`config.mk`:
```
export PLATFORM = sky130hd
export DESIGN_NAME = rsp_cell
export DESIGN_NICKNAME = d
export VERILOG_FILES = /design/src/rtl/rsp_pkg.sv /design/src/rtl/rsp_cell.sv
export SDC_FILE = /design/constraint.sdc
export NUM_CORES = 1
export LEC_CHECK = 0
export BUFFER_PORTS_ARGS = -buffer_cell sky130_fd_sc_hd__buf_2
export CORE_MARGIN = 3
export CORE_UTILIZATION = 50
export CTS_BUF_LIST = sky130_fd_sc_hd__clkbuf_8
export CTS_CLUSTER_DIAMETER = 100
export DETAILED_ROUTE_END_ITERATION = 7
export GPL_TIMING_DRIVEN = 0
export PLACE_DENSITY = 0.79
export SLEW_MARGIN = 20
export SYNTH_ARGS = -nofsm -noshare
export SYNTH_HDL_FRONTEND = slang
export SYNTH_SLANG_ARGS = --single-unit
export TNS_END_PERCENT = 5
```
`constraint.sdc`:
```
create_clock -name aclk -period 3.6 [get_ports aclk]
set_input_delay 0.54 -clock aclk [delete_from_list [all_inputs] [get_ports aclk]]
set_output_delay 0.54 -clock aclk [all_outputs]
set_load 0.01 [all_outputs]
```
`src/rtl/rsp_pkg.sv`:
```
// Shared definitions for the Reed-Solomon parity encoder.
// Holds GF(256) arithmetic helpers and the control bundle passed to each cell.
// No dependencies.
package rsp_pkg;

    localparam int unsigned SymW = 8;
    localparam int unsigned CountW = 6;
    localparam logic [SymW-1:0] FieldPoly = 8'h1d;
    localparam logic [CountW-1:0] CountReset = 6'd10;

    typedef logic [SymW-1:0] sym_t;

    typedef struct packed {
        logic gen_clear;
        logic gen_step;
        logic data_step;
        logic load_out;
        logic shift_out;
    } rsp_ctrl_t;

    function automatic sym_t gf_xtime(input sym_t a);
        sym_t r;
        r = {a[SymW-2:0], 1'b0};
        if (a[SymW-1]) begin
            r = r ^ FieldPoly;
        end
        return r;
    endfunction

    function automatic sym_t gf_mul(input sym_t x, input sym_t y);
        sym_t acc;
        sym_t a;
        acc = '0;
        a = x;
        for (int i = 0; i < SymW; i++) begin
            if (y[i]) begin
                acc = acc ^ a;
            end
            a = gf_xtime(a);
        end
        return acc;
    endfunction

endpackage

```
`src/rtl/rsp_cell.sv`:
```
// One cell of the encoder chain: a generator coefficient, a remainder byte and an
// output byte, sharing one GF(256) multiplier. Depends on rsp_pkg.
module rsp_cell (
    input  logic              aclk,
    input  logic              aresetn,
    input  rsp_pkg::rsp_ctrl_t ctrl,
    input  rsp_pkg::sym_t     root,
    input  rsp_pkg::sym_t     coef,
    input  rsp_pkg::sym_t     gen_left,
    output rsp_pkg::sym_t     gen_out,
    input  rsp_pkg::sym_t     rem_right,
    output rsp_pkg::sym_t     rem_out,
    input  rsp_pkg::sym_t     par_right,
    output rsp_pkg::sym_t     par_out
);
    import rsp_pkg::*;

    sym_t gen_reg;
    sym_t gen_next;
    sym_t rem_reg;
    sym_t rem_next;
    sym_t par_reg;
    sym_t par_next;
    sym_t mul_a;
    sym_t mul_b;
    sym_t prod;
    sym_t rem_upd;

    assign mul_a = ctrl.gen_step ? gen_left : gen_reg;
    assign mul_b = ctrl.gen_step ? root : coef;
    assign prod = gf_mul(mul_a, mul_b);
    assign rem_upd = rem_right ^ prod;

    always_comb begin
        gen_next = gen_reg;
        if (ctrl.gen_clear) begin
            gen_next = '0;
        end else if (ctrl.gen_step) begin
            gen_next = gen_reg ^ prod;
        end
        rem_next = rem_reg;
        if (ctrl.load_out) begin
            rem_next = '0;
        end else if (ctrl.data_step) begin
            rem_next = rem_upd;
        end
        par_next = par_reg;
        if (ctrl.load_out) begin
            par_next = rem_upd;
        end else if (ctrl.shift_out) begin
            par_next = par_right;
        end
    end

    always_ff @(posedge aclk) begin
        gen_reg <= gen_next;
        par_reg <= par_next;
        if (!aresetn) begin
            rem_reg <= '0;
        end else begin
            rem_reg <= rem_next;
        end
    end

    assign gen_out = gen_reg;
    assign rem_out = rem_reg;
    assign par_out = par_reg;

endmodule

```
Yosys cells after proc, flatten, opt, wreduce, memory -nomap -nowiden
Index checks and enable logic that the tools add are counted.

Register bits: 24. Word-level logic and storage cells: 41.

Mux-type cells: 19. Bitwise gates (word level): 17. Reduce and logical (&&, ||, !) cells: 2.

Operators with widths (count): two-way mux 8 bit (12); XOR 8 bit (9); two-way mux 5 bit (7); inverter 4 bit (7); nonzero test 2 bit (1); OR reduction 2 bit (1); inverter 1 bit (1).

Longest topological paths before layout
Depth after elaboration: 19. Gate-level depth with buffers: 12. Gate-level depth less buffers: 8.

Least setup slack after synthesis
No wires, ideal clock.

Path kind: input to register. From: in gen_left[4]. To: reg gen_reg[4] (netlist: gen_out[4]). Library setup time: 121 ps. Data arrival time: 2828 ps. Data required time: 3479 ps. Slack: 651 ps. Cell stages on the path: 9. Path buffers: 1. Cells stage by stage: buf_2 xnor3_1 mux2i_4 xnor2_1 nor2b_1 xnor3_1 or2_2 mux2i_1 mux2_2.

Cells in the longest elaborated chain, start to end: 17. Elaborated cells between the ends (all ways): 22. Those cells by class: mux: 12; bitwise: 10.

Ends and longest elaborated chain: from (decl) (line rsp_cell.sv:9) `input rsp_pkg::sym_t gen_left,`; two-way mux 8 bit (*) (line rsp_cell.sv:29) `assign mul_a = ctrl.gen_step ? gen_left : gen_reg;`; two-way mux 8 bit (line rsp_pkg.sv:36) `if (y[i]) begin`; XOR 8 bit (line rsp_pkg.sv:37) `acc = acc ^ a;`; two-way mux 8 bit (line rsp_pkg.sv:36); XOR 8 bit (line rsp_pkg.sv:37); two-way mux 8 bit (line rsp_pkg.sv:36); XOR 8 bit (line rsp_pkg.sv:37); two-way mux 8 bit (line rsp_pkg.sv:36); XOR 8 bit (line rsp_pkg.sv:37); two-way mux 8 bit (line rsp_pkg.sv:36); XOR 8 bit (line rsp_pkg.sv:37); two-way mux 8 bit (line rsp_pkg.sv:36); XOR 8 bit (line rsp_pkg.sv:37); two-way mux 8 bit (*) (line rsp_pkg.sv:36); XOR 8 bit (line rsp_pkg.sv:37); two-way mux 8 bit (*) (line rsp_pkg.sv:36); XOR 8 bit (*) (line rsp_cell.sv:39) `gen_next = gen_reg ^ prod;`; to (signal assigned) (line rsp_cell.sv:56) `gen_reg <= gen_next;`; to (decl) (line rsp_cell.sv:18) `sym_t gen_reg;`.

Every way passes the cells marked *; elsewhere a longest branch is shown, timed or not. A chain may end at the register's enable or synchronous reset.

Worst setup path after layout
From: in ctrl[3] in the netlist's numbering. To: reg gen_reg[4] (netlist: gen_out[4]).

Cells in the longest elaborated chain, start to end: 18. Elaborated cells between the ends (all ways): 32. Those cells by class: mux: 17; bitwise: 15.

Ends and longest elaborated chain: from (decl) (line rsp_cell.sv:6) `input rsp_pkg::rsp_ctrl_t ctrl,`; two-way mux 8 bit (line rsp_cell.sv:29); inverter 4 bit (no source line); two-way mux 5 bit (line rsp_pkg.sv:24) `if (a[SymW-1]) begin`; XOR 8 bit or inverter 4 bit (tied branches); two-way mux 8 bit or two-way mux 5 bit (tied branches) (line rsp_pkg.sv:36, rsp_pkg.sv:24); XOR 8 bit or inverter 4 bit (tied branches); two-way mux 8 bit or two-way mux 5 bit (tied branches) (line rsp_pkg.sv:36, rsp_pkg.sv:24); XOR 8 bit (line rsp_pkg.sv:37); [2 not listed]; two-way mux 8 bit (line rsp_pkg.sv:36); XOR 8 bit (line rsp_pkg.sv:37); two-way mux 8 bit (line rsp_pkg.sv:36); XOR 8 bit (line rsp_pkg.sv:37); two-way mux 8 bit (line rsp_pkg.sv:36); XOR 8 bit (line rsp_pkg.sv:37); two-way mux 8 bit (line rsp_pkg.sv:36); XOR 8 bit (line rsp_cell.sv:39).

Parallel ways exist; a longest one is shown, timed or not.

==> summary.md <==
| Metric | Value |
|---|---|
| Setup crit start kind | input pin |
| Psw | 0.00143 W |
| Initial Utilization | 53.7% |
| F_max | 322 MHz |
| Slowest stage delay, CP | 0.48 ns |
| Relative slew slack | 43.8% |
| Final setup violation count | 0 |
| Core box area | 0.00571 mm2 |
| Register area | approximately 560 um2 |
| Die height | ~84 um |
| Netlist cell types | 48 |
| Rows | 27 |
| RSZ-0062 raised after global routing | false |
| Drt first pass iters | 5 |
| Min Hold Slack | 0.496 ns |
| Fin Setup TNS | 0 ns |
| Vias post-DR | ~2700 |
| Vias/cell | 5.64 |
| Reg2reg path depth | 8 |
| Multi-input logic area | 0.00235 mm2 |
| Logic pwr share | 79.2% |
| Commonest cells post-synth | xnor2_1, nor2_1, nand2_1, a21oi_1 |
| Post-Syn Area | a little over 0.003 mm2 |
| Hold EP | rem_out[1] |
| Full die area | 0.00710 mm2 |
| Fill count | ~520 |
| Final Skew | 0.0118 ns |
| Yosys warns | 0 |
| Area contributors post-synth | xnor2_1, xnor3_1, dfxtp_1 |
| Cells along the critical path | buf_2 -> inv_2 -> buf_2 -> mux2i_2 -> xnor2_1 -> nor2_1 -> xnor3_1 -> or2_2 -> mux2i_1 -> mux2_2 |
| Placed Cells | 469 |
| CTS resizes | 0 |
| DP HPWL | 6.25 mm |
| Post-CTS Setup Bufs | 0 |
| Synth top area share | 14.9% |
| Clock buffer depth | 2 |
| Average size of a mapped cell | 9.17 um2 |
| GR Overflow Total | 0 |
| Share of cells above drive strength 1 | roughly a quarter |
| EDFF count, synth | 8 |
| Final Hold Fails | 0 |
| Syn nets | around 380 |
| Worst EP arrival | 3.26 ns |
| Final-report max-slew violation count | 0 |
| Global placer's final weighted congestion | roughly 0.96 |
| Period utilisation layout | 86.2% |
| CTS buffer count | 3 |
| Synth Instances | 334 |
| Final nets | 449 |
| Critical path data required time | 3.76 ns |
| Root buf cell | clkbuf_8 |
| Worst vdd ir | 611 uV |
| Hold wc startpoint | rem_out[1] |
| Clock Sinks | 24 |
| Worst hold path depth | 1 |
| CP max stage cell | xnor3_1 |
| Pin slew with the least headroom to its limit | 0.835 ns |
| Pwr/cell area | between 900 and 1000 mW/mm2 |
| Later-pin clock latency in the skew report | roughly 0.27 ns |
| Routed Antenna Nets | 0 |
| Ys flop type | dfxtp_1 |
| Worst-path clk slew | roughly 0.08 ns |
| Routed WL per cell | 16.7 um |
| CTS tree | built |
| # DRC | 0 |
| Number of global-route vias before repair | 2772 |
| N_diodes | 0 |
| Clock network power share | about 7% |
| Register share of total power | 13.7% |
| Switching Share | 42.6% |
| Register area share after synthesis | between 10% and 20% |
| Die W | 84.3 um |
| Max Cap Violations | 0 |
| R2r startpoint | gen_out[2] |
| # IOs | 71 |
| Nature of the critical path endpoint | flip-flop |
| Post-Route WL | between 7 and 8 mm |
| Hold-fix buffers, CTS | 0 |
| Final Util | 62.0% |
| Non-Filler Instances | 473 |
| Hold Crit Class | flip-flop to flip-flop |
| Initial antenna violation count | 0 |
| Worst Setup SP | ctrl[3] |
| Yosys top cell by area | xnor2_1 |
| Pleak | roughly 1.6 nW |
| Largest net degree at the start of global routing | 15 |
| Global-route wire length before repair | 13.2 mm |
| R2R Path End | gen_out[5] |
| Outcome | complete, no violations |
| P&R area growth vs syn | 15.6% |
| Largest fanout on the critical path | 10 |
| Total track usage | 22.6% |
| Setup CP Type | input pin to flip-flop |
| FFs w/ async S/R, synth | 0% |
| R2r setup slk | 0.60 ns |
| Initial DRC Count | 160 |
| Synth Register Bits | 24 |
| Port bufs | 63 |
| Post-layout minimum cycle time | about 3.1 ns |
| Critical path's most frequent cell | buf_2 |
| Internal power | 0.00194 W |
| H-tree levels | 1 |
| Most common cell in the synthesized netlist | xnor2_1 |
metrics by stage:
stage          setup WS [ns]  power [W]  instance area [um2]
5_1_grt                0.329    0.00362                 3540
4_1_cts                0.492    0.00337                 3540
6_report               0.496    0.00337                 3540
2_1_floorplan          0.651    0.00258                 3060
3_5_place_dp           0.221    0.00311                 3470
3_3_place_gp           0.243    0.00306                 3470
critical path, delay by kind of cell:
family / cells / cell delay [ns]
muxes: 3 / 0.87
buffers and inverters: 3 / 0.68
xor gates and xnor gates: 2 / 0.74
and+or+nand+nor: 2 / 0.42
layer usage:
layer | GRT usage (%) | wire length [um]
met2 | 37.7 | 3630
met4 | 7.46 | 233
met3 | 4.22 | 613
met1 | 29.7 | 3430
met5 | 0 | 0
cell type report:
class	count	area share [%]
Multi-Input combinational cell	280	66.3
Sequential cell	24	15.8
Timing Repair Buffer	63	8.90
Buffer	24	3.75
Tap cell	72	2.54
Clock buffer	3	1.17
Clock inverter	1	0.848
Inverter	6	0.636
layout by cell type (no fill, tap or decap), types with 3 or more instances in the layout:
cell and instances:
buf_2 71, nand4_1 4, o21ai_0 9, mux2i_1 20, a21oi_1 21, edfxtp_1 8
a32oi_1 12, xor2_1 20, xnor3_2 3, mux2_2 5, clkbuf_1 7, mux2i_4 4
nor2b_1 13, dfxtp_1 16, buf_4 4, nand3_1 5, clkbuf_8 3, xnor2_1 52
xnor3_1 17, nand2b_1 4, nand2_1 23, inv_1 5, nor2_1 41
cells by family after synthesis:
family	share of synthesized area, %
simple gates	16.0
flops	18.3
buf+inv	5.06
compound gates	10.9
xor+xnor	38.0
mux	11.8
power by group through the flow:
stage	combinational [W]	sequential [W]	clock, W
final	0.00267	0.000463	0.000240
after global routing	0.00289	0.000479	0.000255
after global placement	0.00259	0.000468	0
after floorplan	0.00207	0.000517	0
after detailed placement	0.00265	0.000469	0
after CTS	0.00266	0.000464	0.000242
state kept, by name, indices dropped and copies added, names as in the netlist:
register,flops
gen_out,8
rem_out,8
par_out,8
worst max-delay path by stage:
stage	endpoint	slack, ns
final	gen_out[4]	0.50
after global routing	gen_out[4]	0.33
after CTS	gen_out[4]	0.49
after detailed placement	gen_out[4]	0.22
after global placement	gen_out[4]	0.24
after floorplan	gen_out[4]	0.65
Note: power is estimated with default switching activity, not from simulation.
